===== config.mk =====
export PLATFORM = sky130hd
export DESIGN_NAME = ilst_ctrl
export DESIGN_NICKNAME = d
export VERILOG_FILES = /design/src/hdl/ilst_pkg.sv /design/src/hdl/ilst_ctrl.sv
export VERILOG_INCLUDE_DIRS = /design/src /design/src/hdl
export SDC_FILE = /design/constraint.sdc
export NUM_CORES = 1
export LEC_CHECK = 0
export BUFFER_PORTS_ARGS = -buffer_cell sky130_fd_sc_hd__buf_2
export CORE_MARGIN = 1
export CORE_UTILIZATION = 40
export DETAILED_ROUTE_END_ITERATION = 6
export PLACE_DENSITY_LB_ADDON = 0.05
export SLEW_MARGIN = 20
export SYNTH_ARGS = -nofsm -noshare
export SYNTH_HDL_FRONTEND = slang
export SYNTH_SLANG_ARGS = --single-unit

===== constraint.sdc =====
create_clock -name i_clk -period 3.36 [get_ports i_clk]
set_input_delay 0.336 -clock i_clk [delete_from_list [all_inputs] [get_ports i_clk]]
set_output_delay 0.336 -clock i_clk [all_outputs]
set_load 0.1 [all_outputs]

===== src/hdl/indexed_list_engine_core_assert.svh =====
// ----------------------------------------------------------------------------
// Assertion macros for the indexed list engine
// Clocked on i_clk, disabled while i_rst_n is low.
// ----------------------------------------------------------------------------
`ifndef INDEXED_LIST_ENGINE_CORE_ASSERT_SVH
`define INDEXED_LIST_ENGINE_CORE_ASSERT_SVH

// same-cycle implication
`define ILST_ASSERT_IMP(label, ante, cons) \
    label: assert property (@(posedge i_clk) disable iff (!i_rst_n) \
        (ante) |-> (cons)) else $error("ilst assertion failed");

// next-cycle implication
`define ILST_ASSERT_NXT(label, ante, cons) \
    label: assert property (@(posedge i_clk) disable iff (!i_rst_n) \
        (ante) |=> (cons)) else $error("ilst assertion failed");

`endif


===== src/hdl/ilst_pkg.sv =====
// ----------------------------------------------------------------------------
// ilst_pkg
// Types, constants and codes shared by the indexed list engine.
// ----------------------------------------------------------------------------
package ilst_pkg;

    localparam int CAPACITY   = 256;
    localparam int DATA_WIDTH = 32;
    localparam int IDX_W      = 9;
    localparam int VAL_W      = 32;
    localparam int CNT_W      = $clog2(CAPACITY + 1);
    localparam int CMP_W      = (CNT_W > IDX_W) ? CNT_W : IDX_W;

    typedef logic [IDX_W-1:0]             t_index;
    typedef logic [CNT_W-1:0]             t_count;
    typedef logic [CMP_W-1:0]             t_cmp;
    typedef logic signed [DATA_WIDTH-1:0] t_word;
    typedef logic signed [VAL_W-1:0]      t_value;

    typedef enum logic [2:0] {
        OP_APPEND      = 3'd0,
        OP_REMOVE_LAST = 3'd1,
        OP_INSERT      = 3'd2,
        OP_ERASE       = 3'd3,
        OP_READ        = 3'd4,
        OP_RESIZE      = 3'd5
    } t_op;

    typedef enum logic [1:0] {
        ST_DONE  = 2'd0,
        ST_RANGE = 2'd1,
        ST_FULL  = 2'd2
    } t_status;

    typedef enum logic {
        FSM_IDLE,
        FSM_SHIFT
    } t_fsm;

    typedef enum logic [2:0] {
        ACT_HOLD,
        ACT_APPEND,
        ACT_INSERT,
        ACT_ERASE,
        ACT_RESIZE,
        ACT_LOAD,
        ACT_SHIFT
    } t_act;

    typedef struct packed {
        t_act  act;
        t_cmp  idx;
        t_cmp  cnt;
        t_word word;
    } t_cell_cmd;

endpackage


===== src/hdl/ilst_ctrl.sv =====
// ----------------------------------------------------------------------------
// ilst_ctrl
// Request decode, element count, read sequencer and result register.
// ----------------------------------------------------------------------------
`include "indexed_list_engine_core_assert.svh"

module ilst_ctrl (
    input  logic                i_clk,
    input  logic                i_rst_n,
    input  logic                i_start,
    input  logic [2:0]          i_op,
    input  ilst_pkg::t_index    i_index,
    input  ilst_pkg::t_value    i_value,
    input  ilst_pkg::t_word     i_tap0,
    output logic                o_busy,
    output ilst_pkg::t_cell_cmd o_cmd,
    output logic                o_valid,
    output ilst_pkg::t_value    o_read_value,
    output logic [1:0]          o_status,
    output ilst_pkg::t_index    o_count,
    output logic                o_is_empty
);

    ilst_pkg::t_fsm    r_state;
    ilst_pkg::t_fsm    n_state;
    ilst_pkg::t_count  r_count;
    ilst_pkg::t_count  n_count;
    logic              r_valid;
    logic              n_valid;
    ilst_pkg::t_value  r_rd;
    ilst_pkg::t_value  n_rd;
    ilst_pkg::t_status r_status;
    ilst_pkg::t_status n_status;
    ilst_pkg::t_index  r_left;
    ilst_pkg::t_index  n_left;
    ilst_pkg::t_cmp    w_n;
    ilst_pkg::t_cmp    w_idx;
    ilst_pkg::t_cmp    w_cap;

    assign w_n   = ilst_pkg::t_cmp'(r_count);
    assign w_idx = ilst_pkg::t_cmp'(i_index);
    assign w_cap = ilst_pkg::t_cmp'(ilst_pkg::CAPACITY);

    always_comb begin
        n_state   = r_state;
        n_count   = r_count;
        n_valid   = 1'b0;
        n_rd      = r_rd;
        n_status  = r_status;
        n_left    = r_left;
        o_cmd.act  = ilst_pkg::ACT_HOLD;
        o_cmd.idx  = w_idx;
        o_cmd.cnt  = w_n;
        o_cmd.word = ilst_pkg::t_word'(i_value);
        case (r_state)
            ilst_pkg::FSM_IDLE: begin
                if (i_start) begin
                    n_valid  = 1'b1;
                    n_rd     = '0;
                    n_status = ilst_pkg::ST_DONE;
                    case (ilst_pkg::t_op'(i_op))
                        ilst_pkg::OP_APPEND: begin
                            if (w_n >= w_cap) begin
                                n_status = ilst_pkg::ST_FULL;
                            end else begin
                                o_cmd.act = ilst_pkg::ACT_APPEND;
                                n_count   = ilst_pkg::t_count'(r_count + 1'b1);
                            end
                        end
                        ilst_pkg::OP_REMOVE_LAST: begin
                            if (r_count != '0) begin
                                n_count = ilst_pkg::t_count'(r_count - 1'b1);
                            end
                        end
                        ilst_pkg::OP_INSERT: begin
                            if (w_idx > w_n) begin
                                n_status = ilst_pkg::ST_RANGE;
                            end else if (w_n >= w_cap) begin
                                n_status = ilst_pkg::ST_FULL;
                            end else begin
                                o_cmd.act = ilst_pkg::ACT_INSERT;
                                n_count   = ilst_pkg::t_count'(r_count + 1'b1);
                            end
                        end
                        ilst_pkg::OP_ERASE: begin
                            if (w_idx >= w_n) begin
                                n_status = ilst_pkg::ST_RANGE;
                            end else begin
                                o_cmd.act = ilst_pkg::ACT_ERASE;
                                n_count   = ilst_pkg::t_count'(r_count - 1'b1);
                            end
                        end
                        ilst_pkg::OP_READ: begin
                            if (w_idx >= w_n) begin
                                n_status = ilst_pkg::ST_RANGE;
                                n_rd     = '1;
                            end else begin
                                o_cmd.act = ilst_pkg::ACT_LOAD;
                                n_valid   = 1'b0;
                                n_left    = i_index;
                                n_state   = ilst_pkg::FSM_SHIFT;
                            end
                        end
                        ilst_pkg::OP_RESIZE: begin
                            if (w_idx > w_cap) begin
                                n_status = ilst_pkg::ST_RANGE;
                            end else begin
                                o_cmd.act = ilst_pkg::ACT_RESIZE;
                                n_count   = ilst_pkg::t_count'(i_index);
                            end
                        end
                        default: ;
                    endcase
                end
            end
            ilst_pkg::FSM_SHIFT: begin
                if (r_left == '0) begin
                    n_valid  = 1'b1;
                    n_rd     = ilst_pkg::t_value'(i_tap0);
                    n_status = ilst_pkg::ST_DONE;
                    n_state  = ilst_pkg::FSM_IDLE;
                end else begin
                    o_cmd.act = ilst_pkg::ACT_SHIFT;
                    n_left    = r_left - 1'b1;
                end
            end
            default: n_state = ilst_pkg::FSM_IDLE;
        endcase
    end

    always_ff @(posedge i_clk) begin
        if (!i_rst_n) begin
            r_state <= ilst_pkg::FSM_IDLE;
            r_count <= '0;
            r_valid <= 1'b0;
        end else begin
            r_state <= n_state;
            r_count <= n_count;
            r_valid <= n_valid;
        end
    end

    always_ff @(posedge i_clk) begin
        r_rd     <= n_rd;
        r_status <= n_status;
        r_left   <= n_left;
    end

    assign o_busy       = (r_state == ilst_pkg::FSM_SHIFT);
    assign o_valid      = r_valid;
    assign o_read_value = r_rd;
    assign o_status     = r_status;
    assign o_count      = ilst_pkg::t_index'(r_count);
    assign o_is_empty   = (r_count == '0);

    `ILST_ASSERT_IMP(a_count_max, 1'b1, w_n <= w_cap)
    `ILST_ASSERT_IMP(a_full_status, r_valid && r_status == ilst_pkg::ST_FULL, w_n == w_cap)
    `ILST_ASSERT_IMP(a_no_result_busy, o_busy, !r_valid)
    `ILST_ASSERT_NXT(a_shift_stay, o_busy && r_left != '0, o_busy)
    `ILST_ASSERT_NXT(a_shift_step, o_busy && r_left != '0, r_left == $past(r_left) - 1'b1)
    `ILST_ASSERT_NXT(a_shift_count, o_busy, r_count == $past(r_count))

endmodule


# == Yosys cells after proc, flatten, opt, wreduce, memory -nomap -nowiden ==
# Cells that the tools add are included.
# W data, S select, Z words.
# totals
register_bits,54
output_inout_bits,99
word_cells,81
# op_classes
addsub,3
order_cmp,4
n_eq_ne,14
n_mux,44
bitwise_logic,1
n_reduce_logical,9
# ops
op,n
$mux W32,4
$mux W9,9
$pmux W32 S2,1
$pmux W9 S5,1
$logic_not A9 Y1,2
$pmux W9 S2,1
$sub A9 B1 Y9 const B,2
$pmux W3 S5,1
$mux W2,7
$ne A2 B2 Y1 const B,7
$mux W3,4
$mux W1,11
$add A9 B1 Y9 const B,1
$ge A9 B9 Y1,1
$ge A9 B9 Y1 const B,1
$gt A9 B9 Y1,1
$gt A9 B9 Y1 const B,1
$reduce_bool A9 Y1,1
$pmux W2 S4,1
$reduce_and A7 Y1,1
$eq A3 B2 Y1 const B,2
$eq A3 B3 Y1 const B,2
$pmux W3 S2,1
$reduce_bool A5 Y1,1
9 further kinds,11

# == Logic depth before layout (Yosys ltp) ==
# depth
ltp_word,6
mapped_depth,10
ltp_nobuf,9

# == Worst setup path after synthesis ==
# No wires, ideal clock.
# synth_path
path_type,flip-flop to output port
startpoint,reg r_count[8] (netlist: o_count[8])
endpoint,out o_cmd[51] (netlist bit)
t_arrival_ns,4.284
required_time_ns,3.024
setup_slack_ns,-1.260
stages_incl_launch_ff,7
path_cell_list,dfxtp_1 inv_1 ha_1 nand4_1 nor3_1 nor2_1 o21ai_0
# synth_lines
item,line,source
"start, declared",ilst_ctrl.sv:26,ilst_pkg::t_count r_count;
"start signal, assigned",ilst_ctrl.sv:138,r_count <= n_count;
"end, declared",ilst_ctrl.sv:16,"output ilst_pkg::t_cell_cmd o_cmd,"

==> metrics.txt <==
overall power=~2000 uW; PD cells=~500 mW/mm2; Sum Neg Setup Slack=0 ns; vias in the first global route=2,526; crit path buf inv count=2; Lkg Pwr=0.00196 uW; CP top delay family=simple AND/OR/NAND/NOR gates; Slew headroom=0.462; initial core utilization=0.418; CP arrival=2.78 ns; crit-path max FO=8; Clock Sinks=54; Core Area=0.00830 mm2; Critical Path Slowest Stage Cell=nor3_1; critical path class=reg -> out; DR top layer=met4; startpoint types=flip-flop; DR WL met2=3760 um; Fin Clk Skew=0.0121 ns; top cells by area, synth=edfxtp_1 (37%), buf_4 (11%), a21o_1 (7.4%); drt total wl=8260 um; fraction of registers with async set/reset=0; port bufs=113; CTS max path bufs=2; met3 routed WL=418 um; RSZ-0062 raised after global routing=false; Synth top area share=0.372; Slew Viols, Final=0; Critical Path End Type=output port; fin nets=513; average size of a mapped cell=9.83 um2; Synth Register Bits=54; worst slew pin tran=0.800 ns; Post-synth EDFFs=between 40 and 50; initial antenna violation count=0; most frequent cells after synthesis=buf_4 (50), edfxtp_1 (43), a21o_1 (34); Tmin final=3.12 ns; worst hold path class=in -> reg; ANT nets after route=0; Hold Buf Count CTS=0; area leader, netlist=edfxtp_1; postcts setup bufs=0; critical-path cell list=inv_1, ha_1, nand4_1, nor3_1, nor2_1, o21ai_2, buf_2; max-cap violations=0; Die Y=95.2 um; Syn Nets=450; drt first pass iters=4; CTS H-tree depth=2; share of cells above drive strength 1=0.360; worst IR drop on VDD=0.342 mV; Wirelength per Cell=roughly 16 um; fmax=321 MHz; first-pass GRT wire length=13,100 um; Iter 0 DRT Violations=between 150 and 200; post-synthesis instance total=353; ant diodes=0; Rows=33; crit-path max cell delay=between 0.6 and 0.7 ns; worst skew pair latency=0.32 ns; largest net degree at the start of global routing=53; TritonCTS buffer count=5; post-synthesis cell area=0.00347 mm2; Die Width=95.2 um; Post-DP HPWL=a little over 6000 um; Reg clk slew, reported paths=0.10 ns; Yosys cell types=49; Hold Violations, Final=0; DR vias/cell=just over 5; Tcrit/Tclk final=0.927; WP data required=3.02 ns; main flop type after synthesis=edfxtp_1; fillers=816; root buffer cell=clkbuf_8; global placement routability congestion=0.862; Ports=178; grt ovf=0; Synth-to-Final Area Change=14.2%; Seq/Total Area, Yosys=0.435; status=complete, no violations; Yosys warning total=0; Remaining DRCs=0; wl on met1=3960 um; GRT Overall Usage=0.188; vias=2,713; CTS tree=yes; final setup fails=0; Resize count post-CTS=0; most common cell in the netlist=buf_4; Die Area=0.00905 mm2
stage by stage:
step	utilization	hold slack (ns)	worst slack (ns)	std cells	area [um2]
after global placement	0.465	0.502	0.398	514	3860
after global routing	0.478	0.272	0.0549	522	3970
after CTS	0.476	0.276	0.0622	522	3950
final	0.478	0.277	0.244	522	3970
after detailed placement	0.465	0.507	0.367	514	3860
after floorplan	-	0.458	0.0921	353	3500
layout by cell type (no fill, tap or decap), types with 2 or more instances in the layout:
cell type	netlist	routed
dfxtp_2	0	10
nand3_1	5	5
or4_1	2	2
nor2_1	24	24
nand4_1	3	3
a2111oi_0	2	2
o21bai_1	3	3
o221a_2	2	2
buf_2	1	111
nor2b_1	2	2
nand2b_1	6	6
a211oi_1	8	8
buf_12	0	2
a311oi_1	2	2
a21oi_1	27	27
o21ai_0	13	12
xor2_1	4	4
nor4_1	2	2
clkbuf_8	0	5
and4_1	2	2
edfxtp_1	43	43
a211o_1	2	2
o41ai_1	2	2
clkinv_1	1	2
ha_1	17	17
o31ai_1	2	2
inv_1	16	16
a21o_1	34	34
buf_4	50	7
nor3_1	9	8
nand2_1	19	18
xnor2_1	8	8
sequential cells by signal (all words and copies together) (netlist names):
| signal | count |
|---|---|
| o_busy | 1 |
| o_count | 9 |
| o_read_value | 32 |
| o_valid | 1 |
| o_status | 2 |
| r_left | 9 |
layer usage:
layer  track usage  vias up
li1              -     1351
met1         0.269     1249
met2         0.285       96
met3        0.0271       17
met4        0.0707        0
met5             0        -
report_power, final:
group | internal (uW) | switching, uW | leakage (uW)
Sequential | 777 | 32.7 | 0.000524
Combinational | 170 | 665 | 0.00139
Clock | 147 | 226 | 0.0000422
Total | 1090 | 924 | 0.00196
worst register-to-register path, delay by kind of cell (launching register included):
family | cells | cell delay, ns
adders and majority gates | 1 | 0.30
AOI/OAI and AO/OA | 1 | 0.09
and+or+nand+nor | 4 | 1.67
buffers and inverters | 1 | 0.07
DFF | 1 | 0.45
cell type report:
cell class | instances | area, um2 | area share
clock buffer | 5 | 68.8 | 0.0174
timing repair buffer | 121 | 656 | 0.165
inverter | 17 | 63.8 | 0.0161
tap | 105 | 131 | 0.0331
sequential | 54 | 1520 | 0.384
clock inverter | 3 | 20.0 | 0.00505
multi-input combinational | 217 | 1500 | 0.379
path summary, 6_finish.rpt:
path | start | to | depth (start not counted) | slack [ns]
setup / recovery | o_count[8] | o_cmd[51] | 7 | 0.24
hold reg to reg | o_count[7] | o_count[7] | 2 | 0.52
hold / removal | i_rst_n | o_busy | 2 | 0.28
setup reg to reg | o_count[8] | o_count[2] | 7 | 0.69
kinds of logic (layout without fill, tap and decap cells):
family	count (synthesis)	in the layout	share of synthesized area
flip-flops	54	54	0.435
AND/OR/NAND/NOR	83	83	0.120
AO/OA/AOI/OAI	103	103	0.202
multiplexers	1	1	0.00288
buffers and inverters	82	146	0.143
adder cells (fa/ha/maj)	18	18	0.0671
XOR/XNOR	12	12	0.0303
Note: power is estimated with default switching activity, not from simulation.
