## src/hdl/indexed_list_engine_core_assert.svh

```systemverilog
// ----------------------------------------------------------------------------
// Assertion macros for the indexed list engine
// Clocked on i_clk, disabled while i_rst_n is low.
// ----------------------------------------------------------------------------
`ifndef INDEXED_LIST_ENGINE_CORE_ASSERT_SVH
`define INDEXED_LIST_ENGINE_CORE_ASSERT_SVH

// same-cycle implication
`define ILST_ASSERT_IMP(label, ante, cons) \
    label: assert property (@(posedge i_clk) disable iff (!i_rst_n) \
        (ante) |-> (cons)) else $error("ilst assertion failed");

// next-cycle implication
`define ILST_ASSERT_NXT(label, ante, cons) \
    label: assert property (@(posedge i_clk) disable iff (!i_rst_n) \
        (ante) |=> (cons)) else $error("ilst assertion failed");

`endif

```

## src/hdl/ilst_pkg.sv

```systemverilog
// ----------------------------------------------------------------------------
// ilst_pkg
// Types, constants and codes shared by the indexed list engine.
// ----------------------------------------------------------------------------
package ilst_pkg;

    localparam int CAPACITY   = 256;
    localparam int DATA_WIDTH = 32;
    localparam int IDX_W      = 9;
    localparam int VAL_W      = 32;
    localparam int CNT_W      = $clog2(CAPACITY + 1);
    localparam int CMP_W      = (CNT_W > IDX_W) ? CNT_W : IDX_W;

    typedef logic [IDX_W-1:0]             t_index;
    typedef logic [CNT_W-1:0]             t_count;
    typedef logic [CMP_W-1:0]             t_cmp;
    typedef logic signed [DATA_WIDTH-1:0] t_word;
    typedef logic signed [VAL_W-1:0]      t_value;

    typedef enum logic [2:0] {
        OP_APPEND      = 3'd0,
        OP_REMOVE_LAST = 3'd1,
        OP_INSERT      = 3'd2,
        OP_ERASE       = 3'd3,
        OP_READ        = 3'd4,
        OP_RESIZE      = 3'd5
    } t_op;

    typedef enum logic [1:0] {
        ST_DONE  = 2'd0,
        ST_RANGE = 2'd1,
        ST_FULL  = 2'd2
    } t_status;

    typedef enum logic {
        FSM_IDLE,
        FSM_SHIFT
    } t_fsm;

    typedef enum logic [2:0] {
        ACT_HOLD,
        ACT_APPEND,
        ACT_INSERT,
        ACT_ERASE,
        ACT_RESIZE,
        ACT_LOAD,
        ACT_SHIFT
    } t_act;

    typedef struct packed {
        t_act  act;
        t_cmp  idx;
        t_cmp  cnt;
        t_word word;
    } t_cell_cmd;

endpackage

```

## src/hdl/ilst_cell.sv

```systemverilog
// ----------------------------------------------------------------------------
// ilst_cell
// One list slot plus one read tap; shifts with its neighbors.
// ----------------------------------------------------------------------------
module ilst_cell (
    input  logic                i_clk,
    input  ilst_pkg::t_cell_cmd i_cmd,
    input  ilst_pkg::t_cmp      i_pos,
    input  ilst_pkg::t_word     i_left_data,
    input  ilst_pkg::t_word     i_right_data,
    input  ilst_pkg::t_word     i_right_tap,
    output ilst_pkg::t_word     o_data,
    output ilst_pkg::t_word     o_tap
);

    ilst_pkg::t_word r_data;
    ilst_pkg::t_word r_tap;
    ilst_pkg::t_word n_data;
    ilst_pkg::t_word n_tap;

    always_comb begin
        n_data = r_data;
        n_tap  = r_tap;
        case (i_cmd.act)
            ilst_pkg::ACT_APPEND: begin
                if (i_pos == i_cmd.cnt) begin
                    n_data = i_cmd.word;
                end
            end
            ilst_pkg::ACT_INSERT: begin
                if (i_pos == i_cmd.idx) begin
                    n_data = i_cmd.word;
                end else if (i_pos > i_cmd.idx) begin
                    n_data = i_left_data;
                end
            end
            ilst_pkg::ACT_ERASE: begin
                if (i_pos >= i_cmd.idx) begin
                    n_data = i_right_data;
                end
            end
            ilst_pkg::ACT_RESIZE: begin
                if (i_pos >= i_cmd.cnt && i_pos < i_cmd.idx) begin
                    n_data = '0;
                end
            end
            ilst_pkg::ACT_LOAD:  n_tap = r_data;
            ilst_pkg::ACT_SHIFT: n_tap = i_right_tap;
            default: ;
        endcase
    end

    always_ff @(posedge i_clk) begin
        r_data <= n_data;
        r_tap  <= n_tap;
    end

    assign o_data = r_data;
    assign o_tap  = r_tap;

endmodule

```

## config.mk

```make
export PLATFORM = sky130hd
export DESIGN_NAME = ilst_cell
export DESIGN_NICKNAME = d
export VERILOG_FILES = /design/src/hdl/indexed_list_engine_core_assert.svh /design/src/hdl/ilst_pkg.sv /design/src/hdl/ilst_cell.sv
export SDC_FILE = /design/constraint.sdc
export NUM_CORES = 1
export LEC_CHECK = 0
export ABC_AREA = 0
export BUFFER_PORTS_ARGS = -buffer_cell sky130_fd_sc_hd__buf_2
export CAP_MARGIN = 20
export CORE_MARGIN = 5
export CORE_UTILIZATION = 39
export CTS_CLUSTER_SIZE = 24
export DETAILED_ROUTE_END_ITERATION = 8
export GPL_ROUTABILITY_DRIVEN = 0
export PLACE_DENSITY_LB_ADDON = 0.25
export SYNTH_ARGS = -nofsm -noshare
export SYNTH_HDL_FRONTEND = slang
export SYNTH_SLANG_ARGS = --single-unit
```

## constraint.sdc

```tcl
create_clock -name i_clk -period 3.8 [get_ports i_clk]
set_input_delay 0 -clock i_clk [delete_from_list [all_inputs] [get_ports i_clk]]
set_output_delay 0 -clock i_clk [all_outputs]
set_load 0.01 [all_outputs]
```

**Word-level counts from Yosys, hierarchy flattened**

Index checks and enable logic that the tools add are counted.

- Flip-flop bits (word level): 64
- Bits of input ports: 159
- Output and inout port bits: 64

- Magnitude comparators: 4
- Equal/unequal tests: 12
- Mux-type cells: 7
- Reductions and logical operators: 4

Operators by type and width:

| operator | number |
|---|---|
| $mux 32 | 5 |
| $pmux 32 s4 | 1 |
| $pmux 32 s2 | 1 |
| $eq 9x9->1 | 2 |
| $ge 9x9->1 | 2 |
| $eq 3x3->1 const B | 3 |
| $gt 9x9->1 | 1 |
| $lt 9x9->1 | 1 |
| $eq 3x2->1 const B | 2 |
| $ne 2x2->1 const B | 3 |
| $reduce_and 5->1 | 1 |
| $reduce_bool 4->1 | 1 |
| $eq 3x1->1 const B | 1 |
| $ne 3x3->1 const B | 1 |
| $reduce_bool 2->1 | 1 |
| $logic_and 1x1->1 | 1 |

**Depth between registers and ports, before layout**

Gate-level depths: netlist of the first run.

- Depth after elaboration: 4
- Depth in mapped cells: 8

**Worst setup path before layout of the first run**

OpenSTA, ideal clock, no wires.

- Path kind: in2reg
- Start: input port i_cmd[47] (netlist name)
- End: register r_data[0] (netlist: o_data[0]), enable pin
- Library setup time: 425 ps
- Arrival time: 2,676 ps
- Slack: 699 ps
- Stages on the path: 7
- Path buffers: 0
- Cell sequence: inv_1 -> ha_1 -> a211oi_1 -> nor2_1 -> a2111oi_2 -> mux2_2 -> a221oi_2

- Cells in the longest elaborated chain, start to end: 4
- Elaborated cells between the ends (all ways): 9

RTL lines:

| item | RTL line | source |
|---|---|---|
| from (decl) | ilst_cell.sv:7 | `input ilst_pkg::t_cell_cmd i_cmd,` |
| $lt 9x9->1 | ilst_cell.sv:43 | `if (i_pos >= i_cmd.cnt && i_pos < i_cmd.idx) begin` |
| $logic_and 1x1->1 | ilst_cell.sv:43 |  |
| $ne 2x2->1 (no source line) | n/a |  |
| $reduce_and 5->1 (no source line) (*) | n/a |  |
| to (signal assigned) | ilst_cell.sv:54 | `r_data <= n_data;` |
| to (decl) | ilst_cell.sv:16 | `ilst_pkg::t_word r_data;` |

Mark *: on every way between the ends. The rest lies on a longest branch, timed or not.
A chain may end at the register's enable or synchronous reset.

**Worst setup path after layout of the first run**

- Start: input port i_cmd[45] (netlist name)
- End: register r_data[11] (netlist: o_data[11]), enable pin

Same word-level chain as after synthesis.

==> run metrics, run 1 <==
# diodes 0; clock latency on the worst-skew pair approximately 0.34 ns; Vias 3398; post-synthesis xor/xnor area fraction less than 1%; Finished Core Util approximately two thirds; crit start category input pin; post-CTS sizing 0; via density per instance 4.98; DRC 0; layout cells sized above 1 between 40 and 50%; die area ~0.011 mm2; First DRT Iteration DRCs a little under 200; Seq pwr share between 40% and 50%; switching power total between 500 and 600 uW; Worst Path Required 3.84 ns; count of pins over their slew limit 0; Crit-path slowest cell a221oi_4; CORE AREA about 0.0086 mm2; most frequent cells in the layout buf_2 (222), dlygate4sd3_1 (94), edfxtp_1 (64); clock skew roughly 0.012 ns; Mean Syn Cell Area about 13 um2; max_slew headroom between 40% and 50%; max incr delay on CP 0.68 ns; Layout Cells excl Fill a little under 700; mapped cell area 0.00339 mm2; worst-margin pin slew 0.886 ns; number of fill cells in the layout approximately 680; remaining antenna violation count 0; overall die width between 100 and 150 um; flops & latches, synth 64; area growth from synthesis to layout 71.4%; Peak Freq 418 MHz; crit end category flip-flop; Tot Pwr 2.08 mW; Netlist cell types 30; DRT Wirelength ~12 mm; Hold WC Path Type in -> reg; Max H-tree Level 3; CP Cell Sequence buf_2, inv_1, ha_1, a21oi_1, o21ai_0, a2111oi_2, mux2_2, a221oi_4, buf_12; initial antenna violation count 0; grt ovf 0; power share of the combinational group a little under a quarter; post-synthesis sequential area ratio a little under three fifths; drt first pass iters 6; Final Net Count 746; first-pass GRT wire length about 17 mm; FP Rows 34; sum of negative setup slack 0 ns; initial core utilization between 30% and 40%; Fin. Hold Viols 0; Net Count, Synth around 430; commonest non-fill, non-tap cell in the layout buf_2; clock root buffer master clkbuf_8; Sink Count 64; placed instance area approximately 0.0046 mm2; total CTS buffers 9; RSZ-0062 raised after global routing no; vias in the first global route ~3600; largest net degree at the start of global routing 33; P_int about 1.6 mW; Power Density roughly 360 mW/mm2; pre-CTS setup slack between 1 and 1.5 ns; Total GRT Usage a little over a fifth; YS warnings 0; clock slew at reported path FFs about 0.070 ns; fin crit period approximately 2.4 ns; maximum VDD drop between 0.15 and 0.2 mV; Sw Share 24.7%; max_cap viols 0; placed cell count ~570; IO Port Bufs 222; final worst path period share between 60% and 70%; Clk pwr share between 30% and 40%; cells after synthesis 251; final-report setup violation count 0; post-synthesis mux area share a little over a tenth; hold_ws 0.0118 ns; largest family of logic cells by synthesized area compound AO/OA/AOI/OAI gates; leakage around 2.8 nW; design area 0.00580 mm2; worst path arrival time about 2.4 ns; post-CTS setup buffer count 0; CTS Buffer Depth 2; post-DP HPWL 7.76 mm; Compound-Gate Fraction of Synth Area 13.5%; TritonCTS clock tree done; post-synthesis adder-cell area fraction around 6.7%; Crit Path Category in -> reg; I/O pin count ~220; status finished, final reports clean; Final WS setup ~1.4 ns; Die Height a little over 100 um; Worst Path Max Fanout 19; simple-gate area share of the yosys netlist 3.73%; wire per inst 16.9 um
==> timing repair <==
item                                    CTS  global route
endpoints found under the setup margin    0             0
hold endpoints to repair                 63             0
hold buffers                             94             0
==> power groups by stage <==
stage | Sequential, mW | Clock, mW | Combinational (mW)
final | 0.892 | 0.715 | 0.473
after CTS | 0.892 | 0.731 | 0.471
after global routing | 0.898 | 0.762 | 0.517
after floorplan | 0.936 | 0 | 0.153
after global placement | 0.905 | 0 | 0.364
after detailed placement | 0.906 | 0 | 0.376
==> synth_stat cells <==
master     number  area share, %
buf_6           3            1.0
inv_1          53            5.9
buf_2           7            1.0
nand4_2         2           0.74
and4_1          1           0.26
nand2b_2        1           0.26
o21a_2          1           0.26
edfxtp_1       64             57
and2_1          2           0.37
nor4_1          1           0.18
nor2_1          4           0.44
o21bai_1        1           0.22
mux2_2         33             11
nand4_1         1           0.18
a2111oi_2       1           0.44
ha_1           18            6.7
nor3_2          1           0.30
nor2_2          1           0.18
a211oi_1        2           0.44
a211oi_2        1           0.37
nand2_1         3           0.33
a221oi_2        1           0.44
nand2b_1        1           0.18
a21o_1          3           0.67
o21ai_0         3           0.44
clkbuf_1        2           0.22
nand3_1         2           0.30
a222oi_1       32            9.5
xor2_1          1           0.26
a21oi_1         5           0.74
==> path summary, 6_finish.rpt <==
check                                start          to  slack (ns)  depth (start not counted)
worst min register to register   o_data[2]    o_tap[2]        0.58                          1
worst max-delay path             i_cmd[45]  o_data[11]        1.41                          9
worst min-delay path             i_cmd[13]  o_data[13]        0.01                          3
worst max register to register  o_data[10]   o_tap[10]        2.84                          1
==> worst max-delay path: cells and delay by family <==
kind | cells | cell delay (ns)
buffers and inverters | 3 | 0.37
multiplexers | 1 | 0.40
AO/OA/AOI/OAI | 4 | 1.32
adder cells (fa/ha/maj) | 1 | 0.32
==> metal layers <==
metal	up-vias	GRT usage [%]	share of wire [%]
met2	156	39.2	54
met5	-	0	0
met4	0	8.67	2.2
met3	20	3.82	6.7
met1	1609	23.0	37
li1	1613	-	-
==> kinds of logic after synthesis <==
logic type | after synthesis
buf+inv | 65
fa+ha+maj | 18
mux | 33
compound gates | 50
xor+xnor | 1
simple gates | 20
flops | 64
==> sequential cells by signal, summed over array words and instances (netlist names) <==
| register | flops |
|---|---|
| o_data | 32 |
| o_tap | 32 |
==> area by class of cell <==
type / instances / area [um2] / share of cell area (%)
clock buffers: 9 / 124 / 2.14
clock inverters: 7 / 119 / 2.05
inverters: 53 / 199 / 3.43
multi-input cells: 122 / 1220 / 21.0
flip-flops and latches: 64 / 1920 / 33.1
well taps: 108 / 135 / 2.33
repair buffers: 319 / 2090 / 36.0
Power figures use the tool's default switching activity.
==> run 2: changes to the inputs <==
CORE_UTILIZATION = 38   (was 39)
clock period = 2.1 ns   (was 3.8 ns; I/O delays follow)
==> run metrics, run 2 <==
top cell type's share of synthesized area 56.8%; Mean Syn Cell Area 13.5 um2; initial core utilization roughly two fifths; Die Height 104 um; total CTS buffers 9; # hold bufs at CTS 120; Post-synth EDFFs 64; top-count cell post-synth edfxtp_1; I/O pin count ~220; overall die width approximately 100 um; placed cell count slightly below 600; post-CTS sizing 0; post-DP HPWL 8.10 mm; Top FF cell, synth edfxtp_1; synth top area cells edfxtp_1 (57%), mux2_2 (11%), a222oi_1 (9.5%); cells after synthesis 251; YS warnings 0; synth cell count leaders edfxtp_1 (64), inv_1 (53), mux2_2 (33); cell accounting for the most synthesized area edfxtp_1; placed instance area slightly below 0.005 mm2; post-synthesis sequential area ratio a little under three fifths; status stopped before the end; Net Count, Synth around 430; First Err [ERROR RSZ-0060] Max buffer count reached.; Max H-tree Level 3; post-CTS setup buffer count 0; FP Rows 34; last flow stage reached clock tree synthesis (4_1_cts); flops & latches, synth 64; Sink Count between 60 and 70; asr flop ratio synth 0%; Netlist cell types 30; mapped cell area ~0.0034 mm2; clock root buffer master clkbuf_8; IO Port Bufs between 200 and 250; CTS Buffer Depth 2
-- run 2: per-stage QoR --
step                util [%]  worst slack [ns]  TNS (ns)
floorplan                  -            -0.358    -11.46
global placement        55.3            -0.102     -2.98
detailed placement      55.3            -0.122     -3.60
-- run 2: cells by family after synthesis --
logic type / after synthesis / share of synthesized area, %
buffers and inverters: 65 / 8.13
multiplexers: 33 / 11.0
XOR/XNOR: 1 / 0.259
AO/OA/AOI/OAI: 50 / 13.5
adder cells (fa/ha/maj): 18 / 6.65
AND/OR/NAND/NOR: 20 / 3.73
flip-flops: 64 / 56.8
==> run 3: changes to the inputs <==
CORE_UTILIZATION = 24   (was 38)
CTS_CLUSTER_SIZE = default   (was 24)
PLACE_DENSITY_LB_ADDON = 0.15   (was 0.25)
clock period = 2.7 ns   (was 2.1 ns; I/O delays follow)
==> run metrics, run 3 (synthesis results as in run 1) <==
status finished, final reports clean; final worst path period share between 80% and 90%; DRT Wirelength 11.5 mm; Hold WC Path Type in -> reg; worst-margin pin slew ~0.84 ns; Vias around 3300; Crit Path Category in -> reg; Tot Pwr 3.14 mW; IO Port Bufs 222; FP Rows between 40 and 50; Fin. Hold Viols 0; final-report setup violation count 0; DRC 0; drt first pass iters 7; initial core utilization about 24%; # hold bufs at CTS between 90 and 100; via density per instance roughly 4.4; Die Height roughly 130 um; vias in the first global route about 3600; maximum VDD drop 0.269 mV; CP startpoint i_cmd[49]; HP Start i_cmd[52]; TritonCTS clock tree done; Peak Freq 441 MHz; Clk pwr share 38.8%; max_slew headroom 44.0%; fin crit period 2.27 ns; Finished Core Util 43.2%; power share of the combinational group 21.2%; initial antenna violation count 0; First DRT Iteration DRCs 262; largest net degree at the start of global routing 33; sum of negative setup slack 0 ns; number of fill cells in the layout ~1300; clock latency on the worst-skew pair 0.33 ns; Worst Path Required roughly 2.9 ns; pre-CTS setup slack approximately 0.36 ns; commonest non-fill, non-tap cell in the layout buf_2; Sink Count 64; area growth from synthesis to layout 77.3%; die area 0.0166 mm2; max_cap viols 0; Power Density between 500 and 600 mW/mm2; RSZ-0062 raised after global routing no; most frequent cells in the layout buf_2 (222), dlygate4sd3_1 (96), edfxtp_1 (64); Max H-tree Level 3; count of pins over their slew limit 0; P_int between 2 and 2.5 mW; wire per inst about 15 um; Final WS setup about 0.43 ns; CTS Buffer Depth 2; Sw Share between 20% and 30%; post-CTS sizing 0; design area 0.00600 mm2; hold_ws about 0.36 ns; clock skew roughly 0.0028 ns; layout cells sized above 1 about half; first-pass GRT wire length 17.5 mm; Total GRT Usage between 10% and 20%; Layout Cells excl Fill approximately 760; crit end category flip-flop; FF-to-FF Start o_data[8]; I/O pin count about 220; placed cell count 647; post-DP HPWL between 8 and 9 mm; Worst Path Max Fanout 19; # diodes 0; overall die width roughly 130 um; grt ovf 0; Seq pwr share 40.0%; remaining antenna violation count 0; leakage 2.83 nW; crit start category input pin; post-CTS setup buffer count 0; CORE AREA 0.0139 mm2; switching power total 749 uW; placed instance area between 0.004 and 0.005 mm2; Final Net Count around 750; total CTS buffers 9; clock slew at reported path FFs 0.05 ns; clock root buffer master clkbuf_16; worst path arrival time about 2.5 ns
==> run 3: layout make-up <==
type,instances,area [um2],share of cell area [%]
Clock buffer,9,225,3.75
Inverter,53,199,3.31
Timing Repair Buffer,324,2130,35.5
Clock inverter,7,86.3,1.44
Tap cell,180,225,3.75
Sequential cell,64,1920,32.0
Multi-Input combinational cell,122,1220,20.3
==> run 3: worst paths after layout <==
path / end / slack [ns] / cells past startpoint
setup / recovery: o_data[1] / 0.43 / 11
hold / removal: o_data[31] / 0.36 / 4
setup reg to reg: o_tap[8] / 1.73 / 1
hold reg to reg: o_tap[7] / 0.57 / 1
==> run 3: worst max-delay path: stages <==
cell and delay (ns):
buf_2 0.08, inv_1 0.03, ha_1 0.32, nand4_2 0.15, nor2_2 0.08, a211oi_4 0.53
buf_4 0.37, buf_4 0.18, a222oi_1 0.07, dlygate4sd3_1 0.59, inv_1 0.05
==> run 3: power groups by stage <==
stage / Combinational (mW) / Clock, mW / Sequential [mW]
global route: 0.732 / 1.30 / 1.27
detailed placement: 0.541 / 0 / 1.28
floorplan: 0.218 / 0 / 1.32
global placement: 0.534 / 0 / 1.28
CTS: 0.677 / 1.27 / 1.26
finish: 0.667 / 1.22 / 1.26
==> run 3: routing by layer <==
| layer | part of all wire (%) | GRT usage (%) | wire [um] | vias to the layer above |
|---|---|---|---|---|
| met5 | 0 | 0 | 0 | - |
| li1 | - | - | - | 1620 |
| met2 | 51 | 23.9 | 5910 | 157 |
| met3 | 8.4 | 4.28 | 970 | 17 |
| met1 | 39 | 15.6 | 4450 | 1555 |
| met4 | 1.8 | 4.69 | 207 | 0 |
